[src/rtl/edr_pkg.sv]
// Shared types, constants and lookup functions of the ECU diagnostic responder.
// Used by edr_front, edr_queue, edr_back and ecu_diagnostic_responder.
package edr_pkg;

  localparam int BufferDepth = 6;
  localparam int CountW      = $clog2(BufferDepth + 1);
  localparam int IdxW        = $clog2(BufferDepth);
  localparam int NumStatic   = 5;
  localparam int ReadLen     = 4;
  localparam int NumRegs     = 4;
  localparam int RegW        = 64;
  localparam int AddrW       = 5;
  localparam int QueueDepth  = 4;
  localparam int QPtrW       = $clog2(QueueDepth);
  localparam int QCountW     = $clog2(QueueDepth + 1);
  localparam int EchoW       = 5;
  localparam int PosW        = 5;

  localparam logic [7:0] ReadSvc    = 8'h21;
  localparam logic [7:0] ReadAck    = 8'h61;
  localparam logic [7:0] ReqLenByte = 8'h02;
  localparam logic [7:0] CksumBase  = 8'h23;
  localparam logic [7:0] IdAll      = 8'h00;
  localparam logic [7:0] IdShort    = 8'h06;

  // Reply kinds: the five fixed commands first, in match priority order.
  typedef enum logic [2:0] {
    KIND_START,
    KIND_SESSION,
    KIND_SEED,
    KIND_KEY,
    KIND_HEARTBEAT,
    KIND_READ_WORD,
    KIND_READ_10,
    KIND_READ_20
  } kind_e;

  typedef struct packed {
    kind_e       kind;
    logic [7:0]  id;
    logic [15:0] value;
  } desc_t;

  typedef logic [NumRegs-1:0][RegW-1:0] sensor_regs_t;

  // Fixed command bytes, first byte in the lowest slot.
  function automatic logic [5:0][7:0] static_cmd(input kind_e kind);
    logic [5:0][7:0] c;
    case (kind)
      KIND_START:     c = {8'h0C, 8'h81, 8'hF7, 8'h13, 8'h81, 8'h00};
      KIND_SESSION:   c = {8'h00, 8'h00, 8'hB2, 8'hA0, 8'h10, 8'h02};
      KIND_SEED:      c = {8'h00, 8'h00, 8'h2A, 8'h01, 8'h27, 8'h02};
      KIND_KEY:       c = {8'h3A, 8'h34, 8'hD9, 8'h02, 8'h27, 8'h04};
      KIND_HEARTBEAT: c = {8'h00, 8'h00, 8'h41, 8'h01, 8'h3E, 8'h02};
      default:        c = '0;
    endcase
    return c;
  endfunction

  function automatic logic [2:0] static_cmd_len(input kind_e kind);
    logic [2:0] n;
    case (kind)
      KIND_START: n = 3'd6;
      KIND_KEY:   n = 3'd6;
      default:    n = 3'd4;
    endcase
    return n;
  endfunction

  function automatic logic [5:0][7:0] static_rep(input kind_e kind);
    logic [5:0][7:0] r;
    case (kind)
      KIND_START:     r = {8'h00, 8'h28, 8'h8F, 8'hD5, 8'hC1, 8'h03};
      KIND_SESSION:   r = {8'h00, 8'h00, 8'h00, 8'h51, 8'h50, 8'h01};
      KIND_SEED:      r = {8'hA6, 8'hA4, 8'h96, 8'h01, 8'h67, 8'h04};
      KIND_KEY:       r = {8'h00, 8'h00, 8'h6B, 8'h02, 8'h67, 8'h02};
      KIND_HEARTBEAT: r = {8'h00, 8'h00, 8'h00, 8'h7F, 8'h7E, 8'h01};
      default:        r = '0;
    endcase
    return r;
  endfunction

  // Total reply length in bytes; also the echo length to drop.
  function automatic logic [PosW-1:0] reply_len(input kind_e kind);
    logic [PosW-1:0] n;
    case (kind)
      KIND_START:     n = 5'd5;
      KIND_SESSION:   n = 5'd3;
      KIND_SEED:      n = 5'd6;
      KIND_KEY:       n = 5'd4;
      KIND_HEARTBEAT: n = 5'd3;
      KIND_READ_WORD: n = 5'd6;
      KIND_READ_10:   n = 5'd14;
      KIND_READ_20:   n = 5'd24;
      default:        n = 5'd0;
    endcase
    return n;
  endfunction

  // Two-byte sensor ids: bit 4 flags a hit, bits 3..0 give the value slot.
  function automatic logic [4:0] slot_lookup(input logic [7:0] id);
    logic [4:0] s;
    case (id)
      8'h01:   s = {1'b1, 4'd0};
      8'h03:   s = {1'b1, 4'd1};
      8'h07:   s = {1'b1, 4'd2};
      8'h08:   s = {1'b1, 4'd3};
      8'h09:   s = {1'b1, 4'd4};
      8'h0A:   s = {1'b1, 4'd5};
      8'h0B:   s = {1'b1, 4'd6};
      8'h0C:   s = {1'b1, 4'd7};
      8'h0F:   s = {1'b1, 4'd8};
      8'h10:   s = {1'b1, 4'd9};
      8'h11:   s = {1'b1, 4'd10};
      8'h12:   s = {1'b1, 4'd11};
      8'h13:   s = {1'b1, 4'd12};
      default: s = '0;
    endcase
    return s;
  endfunction

endpackage

[src/rtl/edr_front.sv]
// Front end: receive buffer, echo drop and command matching.
// Depends on edr_pkg; pushes one reply descriptor per matched command.
module edr_front (
  input  logic                  clk_i,
  input  logic                  rst_ni,
  input  logic                  accept_i,
  input  logic [7:0]            rx_byte_i,
  input  edr_pkg::sensor_regs_t sensor_i,
  output logic                  push_o,
  output edr_pkg::desc_t        desc_o
);
  import edr_pkg::*;

  logic [7:0]        buf_q [BufferDepth];
  logic [CountW-1:0] count_q, count_d;
  logic [EchoW-1:0]  echo_q, echo_d;

  logic [7:0]        view [BufferDepth];
  logic [CountW-1:0] count_new;
  logic              take;
  logic              static_hit;
  kind_e             static_kind;
  logic              read_hit;
  kind_e             read_kind;
  logic [4:0]        slot;
  logic [15:0]       value;
  logic [RegW-1:0]   reg_word;

  assign take      = accept_i && (echo_q == '0) && (count_q < CountW'(BufferDepth));
  assign count_new = count_q + CountW'(1);

  // Buffer as it stands once the new byte is appended.
  always_comb begin
    for (int i = 0; i < BufferDepth; i++) begin
      view[i] = (CountW'(i) == count_q) ? rx_byte_i : buf_q[i];
    end
  end

  // Fixed commands; the earliest in the list wins.
  always_comb begin
    logic [5:0][7:0] cmd;
    logic [2:0]      len;
    logic            eq;
    static_hit  = 1'b0;
    static_kind = KIND_START;
    for (int k = NumStatic - 1; k >= 0; k--) begin
      cmd = static_cmd(kind_e'(3'(k)));
      len = static_cmd_len(kind_e'(3'(k)));
      eq  = (count_new >= CountW'(len));
      for (int j = 0; j < 6; j++) begin
        if ((3'(j) < len) && (view[j] != cmd[j])) eq = 1'b0;
      end
      if (eq) begin
        static_hit  = 1'b1;
        static_kind = kind_e'(3'(k));
      end
    end
  end

  // Sensor read request: 02 21 id checksum.
  assign slot = slot_lookup(view[2]);

  always_comb begin
    read_kind = KIND_READ_WORD;
    if (view[2] == IdAll) begin
      read_kind = KIND_READ_20;
    end else if (view[2] == IdShort) begin
      read_kind = KIND_READ_10;
    end
    read_hit = (count_new >= CountW'(ReadLen)) && (view[0] == ReqLenByte)
            && (view[1] == ReadSvc) && (view[3] == CksumBase + view[2])
            && ((view[2] == IdAll) || (view[2] == IdShort) || slot[4]);
  end

  assign reg_word = sensor_i[slot[3:2]];

  always_comb begin
    case (slot[1:0])
      2'd0:    value = reg_word[15:0];
      2'd1:    value = reg_word[31:16];
      2'd2:    value = reg_word[47:32];
      default: value = reg_word[63:48];
    endcase
  end

  always_comb begin
    push_o       = take && (static_hit || read_hit);
    desc_o.kind  = static_hit ? static_kind : read_kind;
    desc_o.id    = view[2];
    desc_o.value = value;
  end

  // Count and echo bookkeeping; a match always leaves the buffer empty.
  always_comb begin
    count_d = count_q;
    echo_d  = echo_q;
    if (accept_i) begin
      if (echo_q != '0) begin
        echo_d = echo_q - EchoW'(1);
      end else if (take) begin
        if (push_o) begin
          count_d = '0;
          echo_d  = EchoW'(reply_len(desc_o.kind));
        end else begin
          count_d = count_new;
        end
      end
    end
  end

  always_ff @(posedge clk_i or negedge rst_ni) begin
    if (!rst_ni) begin
      count_q <= '0;
      echo_q  <= '0;
    end else begin
      count_q <= count_d;
      echo_q  <= echo_d;
    end
  end

  always_ff @(posedge clk_i) begin
    if (take) begin
      buf_q[count_q[IdxW-1:0]] <= rx_byte_i;
    end
  end

endmodule

[src/rtl/edr_queue.sv]
// Short descriptor queue between the front and back ends.
// Depends on edr_pkg for the descriptor type and depth.
module edr_queue (
  input  logic           clk_i,
  input  logic           rst_ni,
  input  logic           push_i,
  input  edr_pkg::desc_t desc_i,
  input  logic           pop_i,
  output logic           full_o,
  output logic           empty_o,
  output edr_pkg::desc_t head_o
);
  import edr_pkg::*;

  desc_t              mem_q [QueueDepth];
  logic [QPtrW-1:0]   wr_q, wr_d, rd_q, rd_d;
  logic [QCountW-1:0] cnt_q, cnt_d;
  logic               do_push, do_pop;

  assign full_o  = (cnt_q == QCountW'(QueueDepth));
  assign empty_o = (cnt_q == '0);
  assign head_o  = mem_q[rd_q];
  assign do_push = push_i && !full_o;
  assign do_pop  = pop_i && !empty_o;

  always_comb begin
    wr_d  = do_push ? wr_q + QPtrW'(1) : wr_q;
    rd_d  = do_pop ? rd_q + QPtrW'(1) : rd_q;
    cnt_d = cnt_q + QCountW'(do_push) - QCountW'(do_pop);
  end

  always_ff @(posedge clk_i or negedge rst_ni) begin
    if (!rst_ni) begin
      wr_q  <= '0;
      rd_q  <= '0;
      cnt_q <= '0;
    end else begin
      wr_q  <= wr_d;
      rd_q  <= rd_d;
      cnt_q <= cnt_d;
    end
  end

  always_ff @(posedge clk_i) begin
    if (do_push) begin
      mem_q[wr_q] <= desc_i;
    end
  end

endmodule

[src/rtl/edr_back.sv]
// Back end: expands the descriptor at the queue head into reply bytes.
// Depends on edr_pkg; drives the registered output stream.
module edr_back (
  input  logic           clk_i,
  input  logic           rst_ni,
  input  logic           empty_i,
  input  edr_pkg::desc_t head_i,
  output logic           pop_o,
  output logic           m_axis_tvalid_o,
  input  logic           m_axis_tready_i,
  output logic [7:0]     m_axis_tdata_o,
  output logic           m_axis_tlast_o
);
  import edr_pkg::*;

  logic [PosW-1:0] pos_q, pos_d;
  logic [7:0]      sum_q, sum_d;
  logic            valid_q, valid_d;
  logic [7:0]      data_q, data_d;
  logic            last_q, last_d;

  logic            advance, emit, is_last;
  logic [PosW-1:0] len;
  logic [5:0][7:0] rep;
  logic [7:0]      byte_v;

  assign advance = !valid_q || m_axis_tready_i;
  assign emit    = advance && !empty_i;
  assign len     = reply_len(head_i.kind);
  assign is_last = (pos_q == len - PosW'(1));
  assign rep     = static_rep(head_i.kind);
  assign pop_o   = emit && is_last;

  always_comb begin
    byte_v = 8'h00;
    case (head_i.kind)
      KIND_READ_WORD, KIND_READ_10, KIND_READ_20: begin
        if (is_last) begin
          byte_v = sum_q;
        end else begin
          case (pos_q)
            5'd0:    byte_v = 8'(len) - 8'd3;
            5'd1:    byte_v = ReadAck;
            5'd2:    byte_v = head_i.id;
            5'd3:    byte_v = (head_i.kind == KIND_READ_WORD) ? head_i.value[15:8] : 8'h00;
            5'd4:    byte_v = (head_i.kind == KIND_READ_WORD) ? head_i.value[7:0] : 8'h00;
            default: byte_v = 8'h00;
          endcase
        end
      end
      default: byte_v = rep[pos_q[2:0]];
    endcase
  end

  always_comb begin
    pos_d   = pos_q;
    sum_d   = sum_q;
    valid_d = valid_q;
    data_d  = data_q;
    last_d  = last_q;
    if (advance) begin
      valid_d = emit;
      if (emit) begin
        data_d = byte_v;
        last_d = is_last;
        pos_d  = is_last ? '0 : pos_q + PosW'(1);
        sum_d  = is_last ? 8'h00 : sum_q + byte_v;
      end
    end
  end

  always_ff @(posedge clk_i or negedge rst_ni) begin
    if (!rst_ni) begin
      pos_q   <= '0;
      sum_q   <= '0;
      valid_q <= 1'b0;
    end else begin
      pos_q   <= pos_d;
      sum_q   <= sum_d;
      valid_q <= valid_d;
    end
  end

  always_ff @(posedge clk_i) begin
    data_q <= data_d;
    last_q <= last_d;
  end

  assign m_axis_tvalid_o = valid_q;
  assign m_axis_tdata_o  = data_q;
  assign m_axis_tlast_o  = last_q;

endmodule

[src/rtl/ecu_diagnostic_responder.sv]
// Top level of the ECU diagnostic responder: config registers and wiring.
// Depends on edr_pkg, edr_front, edr_queue and edr_back.
//
// Usage:
//   s_axis carries received serial bytes (tdata = rx_byte). Back-to-back
//   transfers are accepted at one per cycle while the reply queue is not full.
//   m_axis carries reply bytes (tdata = tx_byte, tlast on the final byte).
//   The front end matches a command on the byte that completes it and queues
//   a reply descriptor in the same cycle; the first reply byte then passes
//   from the queue through the output register onto m_axis. The back end then
//   drives one reply byte per cycle (3 to 24 bytes per reply) while tready is high.
//   When the receiver stalls, the output register holds its byte and the
//   queue (four replies deep) absorbs new matches; s_axis_tready_o drops only
//   while that queue is full. Echo drop and full-buffer drop go on as usual.
//   Sensor values sit in four 64-bit APB registers at byte addresses 0, 8,
//   16 and 24; write them only while no reply is pending. pready is always high.
//   Reset clears the buffer count, echo counter, queue, output valid and the
//   sensor registers. No clearing pass is needed.
module ecu_diagnostic_responder (
  input  logic                       clk_i,
  input  logic                       rst_ni,
  // APB configuration port
  input  logic                       psel,
  input  logic                       penable,
  input  logic                       pwrite,
  input  logic [edr_pkg::AddrW-1:0]  paddr,
  input  logic [edr_pkg::RegW-1:0]   pwdata,
  output logic [edr_pkg::RegW-1:0]   prdata,
  output logic                       pready,
  // input stream
  input  logic                       s_axis_tvalid_i,
  output logic                       s_axis_tready_o,
  input  logic [7:0]                 s_axis_tdata_i,   // [7:0] rx_byte
  // output stream
  output logic                       m_axis_tvalid_o,
  input  logic                       m_axis_tready_i,
  output logic [7:0]                 m_axis_tdata_o,   // [7:0] tx_byte
  output logic                       m_axis_tlast_o    // last
);
  import edr_pkg::*;

  sensor_regs_t sensor_q;
  logic         cfg_wr;
  logic         accept;
  logic         push;
  desc_t        desc;
  logic         full;
  logic         empty;
  desc_t        head;
  logic         pop;

  // Register index sits above the 8-byte offset bits.
  assign pready = 1'b1;
  assign cfg_wr = psel && penable && pwrite && pready;
  assign prdata = sensor_q[paddr[AddrW-1:3]];

  always_ff @(posedge clk_i or negedge rst_ni) begin
    if (!rst_ni) begin
      sensor_q <= '0;
    end else if (cfg_wr) begin
      sensor_q[paddr[AddrW-1:3]] <= pwdata;
    end
  end

  // Accept whenever the queue can take a possible match.
  assign s_axis_tready_o = !full;
  assign accept          = s_axis_tvalid_i && s_axis_tready_o;

  edr_front u_front (
    .clk_i     (clk_i),
    .rst_ni    (rst_ni),
    .accept_i  (accept),
    .rx_byte_i (s_axis_tdata_i),
    .sensor_i  (sensor_q),
    .push_o    (push),
    .desc_o    (desc)
  );

  edr_queue u_queue (
    .clk_i   (clk_i),
    .rst_ni  (rst_ni),
    .push_i  (push),
    .desc_i  (desc),
    .pop_i   (pop),
    .full_o  (full),
    .empty_o (empty),
    .head_o  (head)
  );

  edr_back u_back (
    .clk_i           (clk_i),
    .rst_ni          (rst_ni),
    .empty_i         (empty),
    .head_i          (head),
    .pop_o           (pop),
    .m_axis_tvalid_o (m_axis_tvalid_o),
    .m_axis_tready_i (m_axis_tready_i),
    .m_axis_tdata_o  (m_axis_tdata_o),
    .m_axis_tlast_o  (m_axis_tlast_o)
  );

endmodule

[config.mk]
export PLATFORM = sky130hd
export DESIGN_NAME = ecu_diagnostic_responder
export DESIGN_NICKNAME = d
export VERILOG_FILES = /design/src/rtl/edr_pkg.sv /design/src/rtl/edr_front.sv /design/src/rtl/edr_queue.sv /design/src/rtl/edr_back.sv /design/src/rtl/ecu_diagnostic_responder.sv
export SDC_FILE = /design/constraint.sdc
export NUM_CORES = 1
export LEC_CHECK = 0
export BUFFER_PORTS_ARGS = -buffer_cell sky130_fd_sc_hd__buf_2
export CAP_MARGIN = 10
export CORE_ASPECT_RATIO = 0.75
export CORE_MARGIN = 5
export CORE_UTILIZATION = 40
export DETAILED_ROUTE_END_ITERATION = 16
export GPL_ROUTABILITY_DRIVEN = 0
export PLACE_DENSITY = 0.6
export SYNTH_ARGS = -nofsm -noshare
export SYNTH_HDL_FRONTEND = slang
export SYNTH_HIERARCHICAL = 1
export SYNTH_SLANG_ARGS = --single-unit
[constraint.sdc]
create_clock -name clk_i -period 13.65 [get_ports clk_i]
set_clock_uncertainty 0.2 [all_clocks]
set_input_delay 0.6825 -clock clk_i [delete_from_list [all_inputs] [get_ports clk_i]]
set_output_delay 0.6825 -clock clk_i [all_outputs]
set_load 0.01 [all_outputs]
==> metrics.txt <==
status=completed; CTS H-tree lvls=2; slew at the pin with the worst max-slew slack=between 1 and 1.5 ns; worst slack, placed=7.13 ns; layout cells sized above 1=31.1%; Post-DP HPWL=42200 um; syn_area_per_cell=12.4 um2; Max VDD drop=0.118 mV; core area=0.0605 mm2; Yosys Warn Count=6; initial core utilization=40.4%; # DRC=0; critical path startpoint category=flop; post-DR vias/cell=roughly 5.9; Top Ports=160; Final Max Slew Viols=0; Setup TNS Final=0 ns; worst skew pair latency=just over 0.6 ns; Post-synth EDFFs=roughly 170; Leak=10.5 nW; vias in the first global route=17300; #FFs+latches synth=450; Critical Path AT=6.80 ns; first-pass GRT wire length=104000 um; critical path required time=13.91 ns; Worst Hold Depth=2; critical hold path startpoint=pwdata[18]; RSZ-0062 raised after global routing=false; Nets=2177; crit share post-route=47.9%; global route overflow=0; slew margin rel.=23.4%; final WL=66100 um; worst r2r src=u_queue/rd_q[0]; Root Driver=clkbuf_16; GRT Overall Usage=19.7%; crit path capture type=flop; router iterations before antenna repair=5; sequential area share after synthesis=about half; Rows=roughly 80; Port-buffer cells=around 160; Crit Path Max Fanout=29; Die W=~300 um; CP cell instances=buf_4, mux4_2, inv_1, ha_1, o21ai_0, ha_1, nand4bb_1, a22o_1, a22oi_2, and3_1, buf_4, a211oi_1, a21oi_1, o21a_1, ha_1, a21o_1, a211oi_1, nor2_1, o41ai_1, a211o_1, a21boi_1, a221o_1; pin count of the biggest net entering global routing=193; Distinct cells, synth=102; drt wl/cell=approximately 23 um; dominant synthesized flop cell=dfrtp_1; Vert. Die Dim=224 um; Resized Gates After CTS=0; r2r worst-path depth=22; Synth Net Count=between 2000 and 2500; TritonCTS Buffers=49; delay-heaviest family, CP=compound AO/OA/AOI/OAI gates; fin worst setup slack=~7 ns; internal reg-to-reg setup slack=7.11 ns; CP Buf/Inv Count=3; capture point of the worst reg-to-reg path=u_back/sum_q[7]; Area Growth Syn to Fin=11.7%; PD cells=161 mW/mm2; Post-synth ARST share=between 60 and 70%; maximum buffer depth of the clock tree=3; DIE AREA=0.0662 mm2; post-layout min period=6.54 ns; Max Freq=around 150 MHz; CTS tree=done; clock edge transition at the registers on the reported setup and hold paths=0.06 ns; antenna violations before repair=15; Via Count=approximately 17000; Finished Layout Cells=2898; Synth Instances=1967; 1st-iter DRT viols=approximately 1300; Final ANT Viol Nets=0; CTS sink cnt=450; Syn Std Cell Area=0.0244 mm2; Top cell by count, worst path=ha_1; critical path type=flop to flop; slowest cell on the critical path=mux4_2; Hold Crit Endpoint=sensor_q[146]; max_cap viols=0; placed insts=~2800; final setup vio count=0; Fillers=~5600; Final Util=a little under half; Hold Fails Final Rpt=0; type of the most critical hold path=primary input to flop; crit-path max cell delay=0.74 ns
==> state kept, by name, indices dropped and copies added (netlist names) <==
register                cells
u_queue/mem_q             108
u_queue/wr_q                2
u_back/sum_q                8
sensor_q                  256
u_back/m_axis_tdata_o       8
u_queue/rd_q                2
u_back/m_axis_tvalid_o      1
u_front/buf_q              48
u_queue/cnt_q               3
u_front/echo_q              5
u_back/pos_q                5
u_back/m_axis_tlast_o       1
u_front/count_q             3
==> placed cells by master (no fill, tap or decap), drive strengths merged, types with 6 or more instances in the layout <==
master / netlist / layout
dfrtp: 285 / 285
mux2: 263 / 263
nand2: 188 / 188
buf: 94 / 181
edfxtp: 165 / 165
mux4: 91 / 91
a211oi: 91 / 91
nor2b: 78 / 78
a21oi: 73 / 73
clkbuf: 52 / 64
inv: 47 / 49
o21ai: 45 / 45
nor2: 43 / 43
a31oi: 42 / 42
ha: 37 / 37
a311oi: 32 / 32
nor3: 31 / 31
nand3: 24 / 24
nand2b: 22 / 22
mux2i: 22 / 22
clkinv: 0 / 20
xnor2: 15 / 15
a22oi: 14 / 14
nor4: 13 / 13
xor2: 12 / 12
o22ai: 10 / 10
nand3b: 10 / 10
nand4: 9 / 9
o211ai: 9 / 9
o31ai: 9 / 9
nor3b: 9 / 9
or3: 8 / 8
and3b: 7 / 7
and3: 6 / 6
and2: 6 / 6
==> synthesized netlist by cell type, types with 14 or more instances <==
cell / instances / share of area [%]
mux2_2: 262 / 12
xnor2_1: 15 / 0.54
o21ai_0: 31 / 0.63
nor2b_1: 78 / 2.0
mux4_2: 90 / 8.3
nand2b_1: 22 / 0.56
clkbuf_1: 52 / 0.80
nor3_1: 30 / 0.61
buf_6: 18 / 0.83
a21oi_1: 71 / 1.5
nor2_1: 41 / 0.63
a311oi_1: 32 / 1.1
nand3_1: 24 / 0.49
edfxtp_1: 165 / 20
mux2i_1: 20 / 0.82
a31oi_1: 42 / 1.1
buf_2: 59 / 1.2
inv_1: 45 / 0.69
nand2_1: 186 / 2.9
a211oi_1: 90 / 2.8
ha_1: 37 / 1.9
o21ai_1: 14 / 0.29
dfrtp_1: 285 / 29
==> report_power, final <==
group	leakage, nW	internal [mW]	switching (mW)
clock network	0.772	0.735	0.580
logic	4.75	0.567	0.653
registers	5.01	1.66	0.201
total	10.5	2.96	1.43
==> metal layers <==
metal  share of wire [%]  vias up  GRT usage (%)  routed length (um)
met4                 1.7       20           4.13                1140
met1                  45     8748           28.7               29900
met2                  45      556           30.3               29900
li1                    -     7699              -                   -
met5                0.17        -              0                 113
met3                 7.7       92           4.47                5080
==> cells by family after synthesis <==
family | synth area share [%]
AOI/OAI and AO/OA | 11.3
xor gates and xnor gates | 0.967
adders and majority gates | 2.06
buffers and inverters | 3.99
DFF | 49.4
muxes | 21.5
other | 0.0153
and+or+nand+nor | 10.8
==> metrics by stage <==
stage	hold slack, ns	power (mW)	area, um2
2_1_floorplan	0.187	2.71	24400
3_3_place_gp	0.297	3.05	25700
3_5_place_dp	0.307	3.09	25700
4_1_cts	0.101	4.43	27300
5_1_grt	0.120	4.63	27300
6_report	0.139	4.39	27300
==> timing repair <==
item / CTS / global route
hold buffers: 1 / 0
buffers inserted: 0 / 0
hold endpoints to repair: 66 / 0
==> area by class of cell <==
| type | count | area [um2] | share of cell area [%] |
|---|---|---|---|
| Clock buffer | 64 | 1330 | 4.88 |
| Clock inverter | 27 | 260 | 0.953 |
| Multi-Input combinational cell | 1324 | 11400 | 41.8 |
| Sequential cell | 450 | 12100 | 44.3 |
| Timing Repair Buffer | 182 | 1010 | 3.69 |
| Inverter | 47 | 176 | 0.646 |
| Tap cell | 800 | 1000 | 3.67 |
| Antenna cell | 4 | 10.0 | 0.0367 |
==> how the worst max path moves through the flow <==
stage,startpoint,endpoint,cells past startpoint
4_1_cts,u_queue/rd_q[0],u_back/sum_q[7],22
6_report,u_queue/rd_q[0],u_back/sum_q[7],22
5_1_grt,u_queue/rd_q[0],u_back/sum_q[7],22
3_3_place_gp,u_queue/rd_q[0],u_back/sum_q[7],22
3_5_place_dp,u_queue/rd_q[0],u_back/sum_q[7],22
2_1_floorplan,u_queue/rd_q[0],u_back/sum_q[7],24
==> worst reg2reg max path: cells and delay by family, from the launching register on <==
family / cells / cell delay (ns)
AO/OA/AOI/OAI: 12 / 2.90
buffers and inverters: 3 / 0.95
adder cells (fa/ha/maj): 3 / 0.86
multiplexers: 1 / 0.75
AND/OR/NAND/NOR: 3 / 0.43
flip-flops: 1 / 0.33
No activity file was read; power rests on OpenSTA's default activity.
